<file path="config.mk">
export PLATFORM = sky130hd
export DESIGN_NAME = first_fit_block_allocator_core
export DESIGN_NICKNAME = d
export VERILOG_FILES = /design/src/sv/ffba_pkg.sv /design/src/sv/first_fit_block_allocator_core.sv /design/src/sv/ffba_ctrl.sv /design/src/sv/ffba_dp.sv
export SDC_FILE = /design/constraint.sdc
export NUM_CORES = 2
export LEC_CHECK = 0
export BUFFER_PORTS_ARGS = -buffer_cell sky130_fd_sc_hd__buf_2
export CAP_MARGIN = 20
export CELL_PAD_IN_SITES_DETAIL_PLACEMENT = 0
export CELL_PAD_IN_SITES_GLOBAL_PLACEMENT = 2
export CORE_MARGIN = 5
export CORE_UTILIZATION = 47
export CTS_CLUSTER_DIAMETER = 100
export DETAILED_ROUTE_END_ITERATION = 12
export GPL_ROUTABILITY_DRIVEN = 0
export PLACE_DENSITY_LB_ADDON = 0.1
export SYNTH_ARGS = -nofsm -noshare
export SYNTH_HDL_FRONTEND = slang
export SYNTH_HIERARCHICAL = 1
export SYNTH_SLANG_ARGS = --single-unit
</file>
<file path="constraint.sdc">
create_clock -name clk_i -period 6.4 [get_ports clk_i]
set_input_delay 0.32 -clock clk_i [delete_from_list [all_inputs] [get_ports clk_i]]
set_output_delay 0.32 -clock clk_i [all_outputs]
set_load 0.005 [all_outputs]
</file>
<file path="src/sv/ffba_pkg.sv">
package ffba_pkg;

  // Table size and derived widths
  localparam int unsigned MAX_BLOCKS = 64;
  localparam int unsigned IDX_W      = (MAX_BLOCKS > 1) ? $clog2(MAX_BLOCKS) : 1;
  localparam int unsigned CNT_W      = $clog2(MAX_BLOCKS + 1);

  // Field widths
  localparam int unsigned ADDR_W   = 20;
  localparam int unsigned LIMIT_W  = 21;
  localparam int unsigned HDR_W    = 8;
  localparam int unsigned STATUS_W = 3;

  // Heap capacity; larger limits saturate here
  localparam logic [LIMIT_W-1:0] HEAP_CAP = LIMIT_W'(1048576);

  // Configuration register indexes
  localparam logic REG_HEAP_LIMIT  = 1'b0;
  localparam logic REG_HEADER_SIZE = 1'b1;

  // Request kinds
  localparam logic KIND_ALLOC = 1'b0;
  localparam logic KIND_FREE  = 1'b1;

  // Result status codes
  localparam logic [STATUS_W-1:0] STS_REUSED  = 3'd0;
  localparam logic [STATUS_W-1:0] STS_NEW     = 3'd1;
  localparam logic [STATUS_W-1:0] STS_OOM     = 3'd2;
  localparam logic [STATUS_W-1:0] STS_FREED   = 3'd3;
  localparam logic [STATUS_W-1:0] STS_UNKNOWN = 3'd4;

  // Controller states
  typedef enum logic [1:0] {
    S_IDLE,
    S_SCAN,
    S_GROW,
    S_OUT
  } ffba_state_e;

  // One block table entry
  typedef struct packed {
    logic [ADDR_W-1:0] base;
    logic [ADDR_W-1:0] size;
    logic              free;
  } ffba_entry_t;

  // Commands from controller to datapath
  typedef struct packed {
    logic start;
    logic scan;
    logic commit_hit;
    logic commit_miss;
    logic grow;
    logic load_out;
  } ffba_cmd_t;

  // Status from datapath to controller
  typedef struct packed {
    logic hit;
    logic scan_end;
    logic out_free;
    logic kind;
  } ffba_sts_t;

endpackage

</file>
<file path="src/sv/first_fit_block_allocator_core.sv">
// Channel   Direction  Handshake                   Payload
// s_axis    in         s_axis_tvalid/tready        tdata alloc_bytes, free_address; tuser kind
// m_axis    out        m_axis_tvalid/tready        tdata payload_address, status
// cfg       in         cfg_valid_i/cfg_ready_o     cfg_index_i, cfg_data_i
//
// Each item first runs the first-fit scan, which reads the block table through its
// single registered read port, one entry per cycle, over the valid entries up to the
// first match; an allocate that misses then goes on to the growth test.
// Reset clears the entry count and heap top; table contents need no clearing.
// A finished result waits in the output register while the next item is accepted.
module first_fit_block_allocator_core (
  input  logic                                 clk_i,
  input  logic                                 rst_ni,
  input  logic                                 s_axis_tvalid,
  output logic                                 s_axis_tready,
  input  logic [39:0]                          s_axis_tdata,  // alloc_bytes, free_address
  input  logic                                 s_axis_tuser,  // kind
  output logic                                 m_axis_tvalid,
  input  logic                                 m_axis_tready,
  output logic [23:0]                          m_axis_tdata,  // payload_address, status, pad
  input  logic                                 cfg_valid_i,
  output logic                                 cfg_ready_o,
  input  logic                                 cfg_index_i,
  input  logic [ffba_pkg::LIMIT_W-1:0]         cfg_data_i
);
  import ffba_pkg::*;

  ffba_cmd_t           cmd;
  ffba_sts_t           sts;
  logic [ADDR_W-1:0]   payload_address;
  logic [STATUS_W-1:0] status;

  assign cfg_ready_o = 1'b1;

  // Controller
  ffba_ctrl u_ctrl (
    .clk_i      (clk_i),
    .rst_ni     (rst_ni),
    .in_valid_i (s_axis_tvalid),
    .in_ready_o (s_axis_tready),
    .sts_i      (sts),
    .cmd_o      (cmd)
  );

  // Datapath with the block table
  ffba_dp u_dp (
    .clk_i             (clk_i),
    .rst_ni            (rst_ni),
    .cmd_i             (cmd),
    .sts_o             (sts),
    .cfg_we_i          (cfg_valid_i),
    .cfg_index_i       (cfg_index_i),
    .cfg_data_i        (cfg_data_i),
    .kind_i            (s_axis_tuser),
    .alloc_bytes_i     (s_axis_tdata[19:0]),
    .free_address_i    (s_axis_tdata[39:20]),
    .out_ready_i       (m_axis_tready),
    .out_valid_o       (m_axis_tvalid),
    .payload_address_o (payload_address),
    .status_o          (status)
  );

  assign m_axis_tdata = {1'b0, status, payload_address};

`ifndef NO_ASSERTIONS
  // One item at a time: after an accept the input side closes.
  assert property (@(posedge clk_i) disable iff (!rst_ni)
    s_axis_tvalid && s_axis_tready |=> !s_axis_tready)
    else $error("input accepted while an item is in work");

  // Only defined status codes leave the block.
  assert property (@(posedge clk_i) disable iff (!rst_ni)
    m_axis_tvalid |-> (m_axis_tdata[22:20] <= STS_UNKNOWN))
    else $error("undefined status code");

  // Failures and frees carry a zero address.
  assert property (@(posedge clk_i) disable iff (!rst_ni)
    m_axis_tvalid && (m_axis_tdata[22:20] == STS_OOM || m_axis_tdata[22:20] == STS_FREED ||
                      m_axis_tdata[22:20] == STS_UNKNOWN) |-> (m_axis_tdata[19:0] == '0))
    else $error("nonzero address with a non-grant status");
`endif

endmodule

</file>
<file path="src/sv/ffba_ctrl.sv">
module ffba_ctrl (
  input  logic                clk_i,
  input  logic                rst_ni,
  input  logic                in_valid_i,
  output logic                in_ready_o,
  input  ffba_pkg::ffba_sts_t sts_i,
  output ffba_pkg::ffba_cmd_t cmd_o
);
  import ffba_pkg::*;

  ffba_state_e state_q, state_d;

  // State register
  always_ff @(posedge clk_i or negedge rst_ni) begin
    if (!rst_ni) begin
      state_q <= S_IDLE;
    end else begin
      state_q <= state_d;
    end
  end

  // Next state and commands
  always_comb begin
    state_d    = state_q;
    cmd_o      = '0;
    in_ready_o = 1'b0;
    unique case (state_q)
      S_IDLE: begin
        in_ready_o = 1'b1;
        if (in_valid_i) begin
          cmd_o.start = 1'b1;
          state_d     = S_SCAN;
        end
      end
      S_SCAN: begin
        if (sts_i.hit) begin
          cmd_o.commit_hit = 1'b1;
          state_d          = S_OUT;
        end else if (sts_i.scan_end) begin
          if (sts_i.kind == KIND_FREE) begin
            cmd_o.commit_miss = 1'b1;
            state_d           = S_OUT;
          end else begin
            state_d = S_GROW;
          end
        end else begin
          cmd_o.scan = 1'b1;
        end
      end
      S_GROW: begin
        cmd_o.grow = 1'b1;
        state_d    = S_OUT;
      end
      S_OUT: begin
        if (sts_i.out_free) begin
          cmd_o.load_out = 1'b1;
          state_d        = S_IDLE;
        end
      end
      default: state_d = S_IDLE;
    endcase
  end

endmodule

</file>
<file path="src/sv/ffba_dp.sv">
module ffba_dp (
  input  logic                                  clk_i,
  input  logic                                  rst_ni,
  input  ffba_pkg::ffba_cmd_t                   cmd_i,
  output ffba_pkg::ffba_sts_t                   sts_o,
  input  logic                                  cfg_we_i,
  input  logic                                  cfg_index_i,
  input  logic [ffba_pkg::LIMIT_W-1:0]          cfg_data_i,
  input  logic                                  kind_i,
  input  logic [ffba_pkg::ADDR_W-1:0]           alloc_bytes_i,
  input  logic [ffba_pkg::ADDR_W-1:0]           free_address_i,
  input  logic                                  out_ready_i,
  output logic                                  out_valid_o,
  output logic [ffba_pkg::ADDR_W-1:0]           payload_address_o,
  output logic [ffba_pkg::STATUS_W-1:0]         status_o
);
  import ffba_pkg::*;

  // Block table memory
  ffba_entry_t mem [MAX_BLOCKS];

  logic [LIMIT_W-1:0]  limit_q;
  logic [HDR_W-1:0]    hdr_q;
  logic [CNT_W-1:0]    count_q;
  logic [LIMIT_W-1:0]  top_q;
  logic                kind_q;
  logic [ADDR_W-1:0]   req_q;
  logic [ADDR_W-1:0]   addr_q;
  logic [LIMIT_W-1:0]  payload_q;
  logic [CNT_W-1:0]    ptr_q;
  logic                vld_q;
  logic [IDX_W-1:0]    chk_q;
  ffba_entry_t         rd_q;
  logic [ADDR_W-1:0]   res_addr_q;
  logic [STATUS_W-1:0] res_status_q;
  logic                out_valid_q;
  logic [ADDR_W-1:0]   out_addr_q;
  logic [STATUS_W-1:0] out_status_q;

  logic                rd_en;
  logic                match;
  logic                we;
  logic [IDX_W-1:0]    wa;
  ffba_entry_t         wd;
  logic [LIMIT_W:0]    end_w;
  logic [LIMIT_W-1:0]  limit_eff;
  logic                oom;
  logic                table_full;

  // Compare of the entry read last cycle against the pending request
  always_comb begin
    if (kind_q == KIND_FREE) begin
      match = (rd_q.base == addr_q);
    end else begin
      match = rd_q.free && (rd_q.size >= req_q);
    end
  end

  assign rd_en          = cmd_i.scan && (ptr_q != count_q);
  assign sts_o.hit      = vld_q && match;
  assign sts_o.scan_end = (ptr_q == count_q) && !(vld_q && match);
  assign sts_o.out_free = !out_valid_q || out_ready_i;
  assign sts_o.kind     = kind_q;

  // Growth test for a new block at the heap top
  assign end_w      = {1'b0, payload_q} + {2'b00, req_q};
  assign limit_eff  = (limit_q > HEAP_CAP) ? HEAP_CAP : limit_q;
  assign table_full = (count_q == CNT_W'(MAX_BLOCKS));
  assign oom        = table_full || (end_w > {1'b0, limit_eff}) || payload_q[ADDR_W];

  // Table write select
  always_comb begin
    we      = 1'b0;
    wa      = chk_q;
    wd      = rd_q;
    wd.free = kind_q;
    if (cmd_i.commit_hit) begin
      we = 1'b1;
    end else if (cmd_i.grow && !oom) begin
      we      = 1'b1;
      wa      = count_q[IDX_W-1:0];
      wd.base = payload_q[ADDR_W-1:0];
      wd.size = req_q;
      wd.free = 1'b0;
    end
  end

  // Table memory: one write port, one registered read port
  always_ff @(posedge clk_i) begin
    if (we) begin
      mem[wa] <= wd;
    end
    if (rd_en) begin
      rd_q <= mem[ptr_q[IDX_W-1:0]];
    end
  end

  // Configuration registers
  always_ff @(posedge clk_i or negedge rst_ni) begin
    if (!rst_ni) begin
      limit_q <= HEAP_CAP;
      hdr_q   <= HDR_W'(24);
    end else if (cfg_we_i) begin
      if (cfg_index_i == REG_HEAP_LIMIT) begin
        limit_q <= cfg_data_i;
      end else begin
        hdr_q <= cfg_data_i[HDR_W-1:0];
      end
    end
  end

  // Heap state and scan control
  always_ff @(posedge clk_i or negedge rst_ni) begin
    if (!rst_ni) begin
      count_q <= '0;
      top_q   <= '0;
      ptr_q   <= '0;
      vld_q   <= 1'b0;
    end else begin
      vld_q <= rd_en;
      if (cmd_i.start) begin
        ptr_q <= '0;
      end else if (rd_en) begin
        ptr_q <= ptr_q + CNT_W'(1);
      end
      if (cmd_i.grow && !oom) begin
        count_q <= count_q + CNT_W'(1);
        top_q   <= end_w[LIMIT_W-1:0];
      end
    end
  end

  // Request latch and scan position
  always_ff @(posedge clk_i) begin
    if (cmd_i.start) begin
      kind_q    <= kind_i;
      req_q     <= alloc_bytes_i;
      addr_q    <= free_address_i;
      payload_q <= top_q + {{(LIMIT_W-HDR_W){1'b0}}, hdr_q};
    end
    if (rd_en) begin
      chk_q <= ptr_q[IDX_W-1:0];
    end
  end

  // Result of the current item
  always_ff @(posedge clk_i) begin
    if (cmd_i.commit_hit) begin
      res_addr_q   <= (kind_q == KIND_FREE) ? '0 : rd_q.base;
      res_status_q <= (kind_q == KIND_FREE) ? STS_FREED : STS_REUSED;
    end else if (cmd_i.commit_miss) begin
      res_addr_q   <= '0;
      res_status_q <= STS_UNKNOWN;
    end else if (cmd_i.grow) begin
      res_addr_q   <= oom ? '0 : payload_q[ADDR_W-1:0];
      res_status_q <= oom ? STS_OOM : STS_NEW;
    end
  end

  // Output register
  always_ff @(posedge clk_i or negedge rst_ni) begin
    if (!rst_ni) begin
      out_valid_q <= 1'b0;
    end else if (cmd_i.load_out) begin
      out_valid_q <= 1'b1;
    end else if (out_ready_i) begin
      out_valid_q <= 1'b0;
    end
  end

  always_ff @(posedge clk_i) begin
    if (cmd_i.load_out) begin
      out_addr_q   <= res_addr_q;
      out_status_q <= res_status_q;
    end
  end

  assign out_valid_o       = out_valid_q;
  assign payload_address_o = out_addr_q;
  assign status_o          = out_status_q;

endmodule
</file>
# --- After elaboration in Yosys (flattened, before gate mapping) ---
# Memories as Yosys holds them, arrays and structs flattened. A register that Yosys moved wholly into a read port is not among the register bits.
# Cells that the tools add are included.
op_classes:
  div: 0
  n_bitwise: 1
  shifts: 0
  reduce_logical: 18
  n_addsub: 4
  multipliers: 0
  muxes: 43
  n_eq_ne: 10
  n_lt_le_gt_ge: 3
ops:
  columns: ["cell", "n"]
  rows:
  - ["2-to-1 mux 20 bit", 5]
  - ["2-to-1 mux 41 bit", 2]
  - ["adder 21 x 20 -> 22 bit", 1]
  - ["> comparator 22 x 21 -> 1 bit", 1]
  - ["adder 21 x 8 -> 21 bit", 1]
  - ["> comparator 21 bit, second input constant", 1]
  - ["2-to-1 mux 21 bit", 1]
  - ["== test 20 bit", 1]
  - [">= comparator 20 bit", 1]
  - ["2-to-1 mux 1 bit", 20]
  - ["adder 7 x 1 -> 7 bit, second input constant", 2]
  - ["2-to-1 mux 7 bit", 2]
  - ["2-to-1 mux 2 bit", 6]
  - ["2-to-1 mux 3 bit", 4]
  - ["2-to-1 mux 6 bit", 2]
  - ["one-hot mux 2 bit (4 select lines)", 1]
  - ["== test 7 bit", 1]
  - ["== test 7 bit, second input constant", 1]
  - ["!= test 7 bit", 1]
  - ["logical AND 1 bit", 5]
  - ["== test 2 bit, second input constant", 2]
  - ["!= test 2 bit, second input constant", 2]
  - ["AND reduction 2 bit", 2]
  - ["nonzero test 2 bit", 2]
  - ["other kinds (8)", 12]
word_totals:
  memories: 1
  ff_bits: 182
  output_inout_bits: 27
  latch_bits: 0
  wordCells: 97
  rom_bits: 0
  ram_bits: 2624
  input_bits: 68
mem_list:
  columns: ["name", "depth", "word_bits", "rd", "rd_ports_with_merged_regs", "write_ports", "line", "text"]
  rows:
  - ["u_dp.mem", 64, 41, 1, 1, 1, "ffba_dp.sv:20", "ffba_entry_t mem [MAX_BLOCKS];"]

# --- Longest topological paths before layout ---
logic_depth:
  depth_word: 12
  mapped_depth: 20

# --- By module ---
# Netlist, hierarchy kept.
modules_own_cells:
  columns: ["module", "instances", "seq_area_each_um2", "area_per_inst_um2", "cells_per_inst"]
  rows:
  - ["ffba_dp", 1, 85105.4, 110412.1, 4595]
  - ["ffba_ctrl", 1, 50.0, 210.2, 21]
  - ["first_fit_block_allocator_core", 1, 0.0, 22.5, 4]

# --- Least setup slack after synthesis ---
# No wires, ideal clock.
synth_path:
  path_type: "register to register"
  startpoint: "reg u_dp.req_q[0]"
  endpoint: "mem u_dp/mem[0][1] in the netlist's numbering (data pin)"
  setup_slack_ns: -0.617
  required_ns: 5.698
  stages_incl_launch_ff: 18
  setup_ns: 0.702
  path_buffers: 2
  arrival_time_ns: 6.315
  cell_sequence: "edfxtp_1 ha_1 fa_1 a211oi_1 o21ai_0 a41oi_1 o21ai_0 a41oi_1 o31ai_1 xor2_1 ha_1 nand4_1 nor4_1 a211o_1 o31ai_2 buf_2 buf_4 o21ai_0"
synth_rtl:
  columns: ["element", "line", "text"]
  rows:
  - ["from (decl)", "ffba_dp.sv:27", "logic [ADDR_W-1:0] req_q;"]
  - ["from (signal assigned)", "ffba_dp.sv:137", "req_q <= alloc_bytes_i;"]
  - ["to (decl)", "ffba_dp.sv:20", null]

==> impl_metrics.py <==
metrics = {
    "floorplan": {
        "die-height_um": 495.2,
        "initial_core_util_pct": 47.14,
        "fp.dieW_um": 495.2,
        "dieArea_um2": 245200,
        "num_rows": 178,
        "ioPinCount": 95,
        "core_um2": 234700,
    },
    "clock_tree": {
        "clock_latency_ps": 930,
        "cts_tree": "done",
        "cts.sinks": 2847,
        "htree_levels": 5,
        "cts.clk_slew.worst_paths_ps": 60,
        "clockRootBuffer": "clkbuf_16",
        "numCtsBuffers": 314,
        "clk_path_buf_depth": 4,
    },
    "yosys": {
        "ys_ff_latch": 2847,
        "ys.flop_type": "edfxtp_1",
        "synthCells": 4620,
        "synth_edf_count": 2779,
        "syn_area_um2": 110600,
        "yosysWarnings": 6,
        "syn_nets": 4766,
        "async_reset_ff_share_pct": 2.388,
        "ys_seq_area_share_pct": 76.96,
        "syn_area_per_cell_um2": 23.95,
        "yosysUniqueCellTypes": 67,
    },
    "final_layout": {
        "fillers": 17670,
        "stdcell_count": 8552,
        "layout_common_cells": "edfxtp_1, mux4_2, clkbuf_16, buf_4, buf_12",
        "syn2layout_area_growth_pct": 16.51,
        "seq_area_um2": 85180,
        "drive_gt1_share_pct": 34.14,
        "final_common_cell": "edfxtp_1",
        "multi_input_area_um2": 24960,
        "final_util_pct": 54.92,
        "final_nets": 5310,
    },
    "grt": {
        "grt_usage_pct": 25.10,
        "antenna_found_initial": 27,
        "grt_pass1_vias": 53020,
        "grt_max_degree": 106,
        "grt_overflow": 0,
        "grt_pass1_wl_um": 427900,
    },
    "drt": {
        "post_drt_wl_per_cell_um": 35.77,
        "drc": 0,
        "vias": 52200,
        "ant_nets": 0,
        "via_per_inst": 6.104,
        "routed_wl_um": 305900,
        "drtIter0Drc": 5644,
        "drt_pass1_iterations": 6,
    },
    "flow_run": {
        "drv_cap": 0,
    },
    "worst_setup_path": {
        "critPathSlowestCell": "edfxtp_1",
        "critical_path_class": "register to register",
        "path_max_fanout": 64,
        "worstPathArrival_ps": 6680,
        "crit_top_cell": "buf_4",
        "slowest_delay_ps": 410,
        "end_kind": "register",
        "cp_data_required_time_ps": 6960,
        "crit_chain": "ha_1 -> fa_1 -> a211oi_1 -> o21ai_0 -> a41oi_1 -> o21ai_1 -> buf_4 -> a21o_1 -> a21oi_1 -> xnor2_1 -> ha_1 -> nand4_1 -> nor4_1 -> nand4_1 -> or2_2 -> o31ai_4 -> buf_4 -> buf_4 -> buf_4 -> mux2_2 -> buf_12",
        "cp-start-kind": "register",
    },
    "placement": {
        "port_buffers": 92,
        "dp_hpwl_um": 188200,
        "dp_cells": 7921,
        "pre_cts_slack_ps": 114.2,
    },
    "timing": {
        "final-setup-viol-count": 0,
        "final.setup_skew_ps": 59.27,
        "maxSlewViolCount": 0,
        "hold_viol_final": 0,
        "rsz0062_at_grt": "false",
        "tightest_slew_ps": 922.9,
        "min_period_ps": 6123,
        "post-route-period-util_pct": 95.68,
        "max-slew-margin-rel_pct": 38.47,
        "max_freq_mhz": 163.3,
        "setup_slack_ps": 276.6,
    },
    "power": {
        "peakVddDrop_v": 0.0003096,
        "power.density_nw_per_um2": 443.3,
        "p_leak_nw": 40.11,
        "power_mw": 57.15,
    },
    "status": {
        "outcome": "complete, no violations",
    },
    "hold_path": {
        "hold_class": "input pin to register",
    },
}
## Yosys cell counts, types with 22 or more instances
master | number | area, um2
edfxtp_1 | 2779 | 83450
mux4_2 | 861 | 19390
clkbuf_1 | 127 | 476.7
nor2_1 | 99 | 371.6
mux2_2 | 87 | 979.7
ha_1 | 76 | 950.9
dfrtp_1 | 65 | 1627
buf_2 | 62 | 310.3
nand2_1 | 50 | 187.7
xnor2_1 | 45 | 394.1
inv_1 | 44 | 165.2
xor2_1 | 30 | 262.8
a21oi_1 | 26 | 130.1
a21o_1 | 25 | 187.7
o21ai_0 | 24 | 120.1
a22o_1 | 22 | 192.7
## flip-flops by register name, summed over array words and instances (netlist names), 2 cells and up
signal and cells:
u_dp/addr_q 20, u_dp/hdr_q 8, u_dp/payload_q 21, u_dp/limit_q 21, u_dp/count_q 7, u_dp/chk_q 6, u_dp/mem 2624, u_dp/payload_address_o 20
u_ctrl/state_q 2, u_dp/rd_q 41, u_dp/ptr_q 7, u_dp/res_status_q 3, u_dp/res_addr_q 20, u_dp/top_q 21, u_dp/status_o 3, u_dp/req_q 20
## metal layers
metal / global-route usage (%) / part of all wire (%)
met3: 4.443 / 6.9
met4: 5.591 / 2.3
met1: 35.79 / 41
met5: 0 / 0.0049
met2: 41.17 / 49
## worst paths after layout
kind                       slack [ps]                          end                            from  cells past startpoint
max                               280   u_dp/mem[49][10]$_DFFE_PP_         u_dp/req_q[0]$_DFFE_PP_                     21
min                               110    u_dp/addr_q[12]$_DFFE_PP_                s_axis_tdata[32]                      2
max reg2reg                       280   u_dp/mem[49][10]$_DFFE_PP_         u_dp/req_q[0]$_DFFE_PP_                     21
min reg2reg                       420   u_dp/status_o[0]$_DFFE_PP_  u_dp/res_status_q[0]$_DFFE_PP_                      0
max in group asynchronous        5200    u_dp/ptr_q[2]$_DFFE_PN0P_                          rst_ni                      4
min in group asynchronous         470  u_dp/count_q[1]$_DFFE_PN0P_                          rst_ni                      4
## power breakdown
part	internal (mW)	switching, mW
clock network	10.1	7.10
logic	6.02	9.32
registers	24.0	0.699
## worst max-delay path, delay by kind of cell, from the launching register on
family,cells,cell delay (ps)
compound gates,7,1570
xor+xnor,1,110
fa+ha+maj,3,950
buf+inv,5,1130
flops,1,410
mux,1,400
simple gates,4,1070
## metrics by stage
step	hold WS (ps)	area (um2)	setup TNS [ps]
after floorplan	24.41	110700	-67900
after global placement	274.3	118300	-1876
after CTS	44.42	128800	0
final	109.1	128900	0
after detailed placement	278.2	118400	0
after global routing	66.72	128900	0
## repair_timing
action | 4_1_cts | 5_1_grt
endpoints found under the setup margin | 0 | 3544
buffers inserted | 0 | 1
hold buffers | 71 | 1
gates resized for setup | 0 | 12
endpoints found under the hold margin | 162 | 5
## final cells by class
cell class | count | share of cell area, %
flip-flops and latches | 2847 | 66.07
multi-input cells | 1508 | 19.36
clock buffers | 388 | 6.442
repair buffers | 448 | 3.861
well taps | 3150 | 3.057
clock inverters | 159 | 1.061
inverters | 45 | 0.1310
diodes | 7 | 0.01359
## cells by family after synthesis
family / count (synthesis) / synth area share (%)
flops: 2847 / 76.96
mux: 951 / 18.44
buf+inv: 265 / 1.010
simple gates: 250 / 1.091
compound gates: 152 / 0.9974
fa+ha+maj: 78 / 0.8956
xor+xnor: 75 / 0.5937
other cells: 2 / 0.006787
Note: power is estimated with default switching activity, not from simulation.
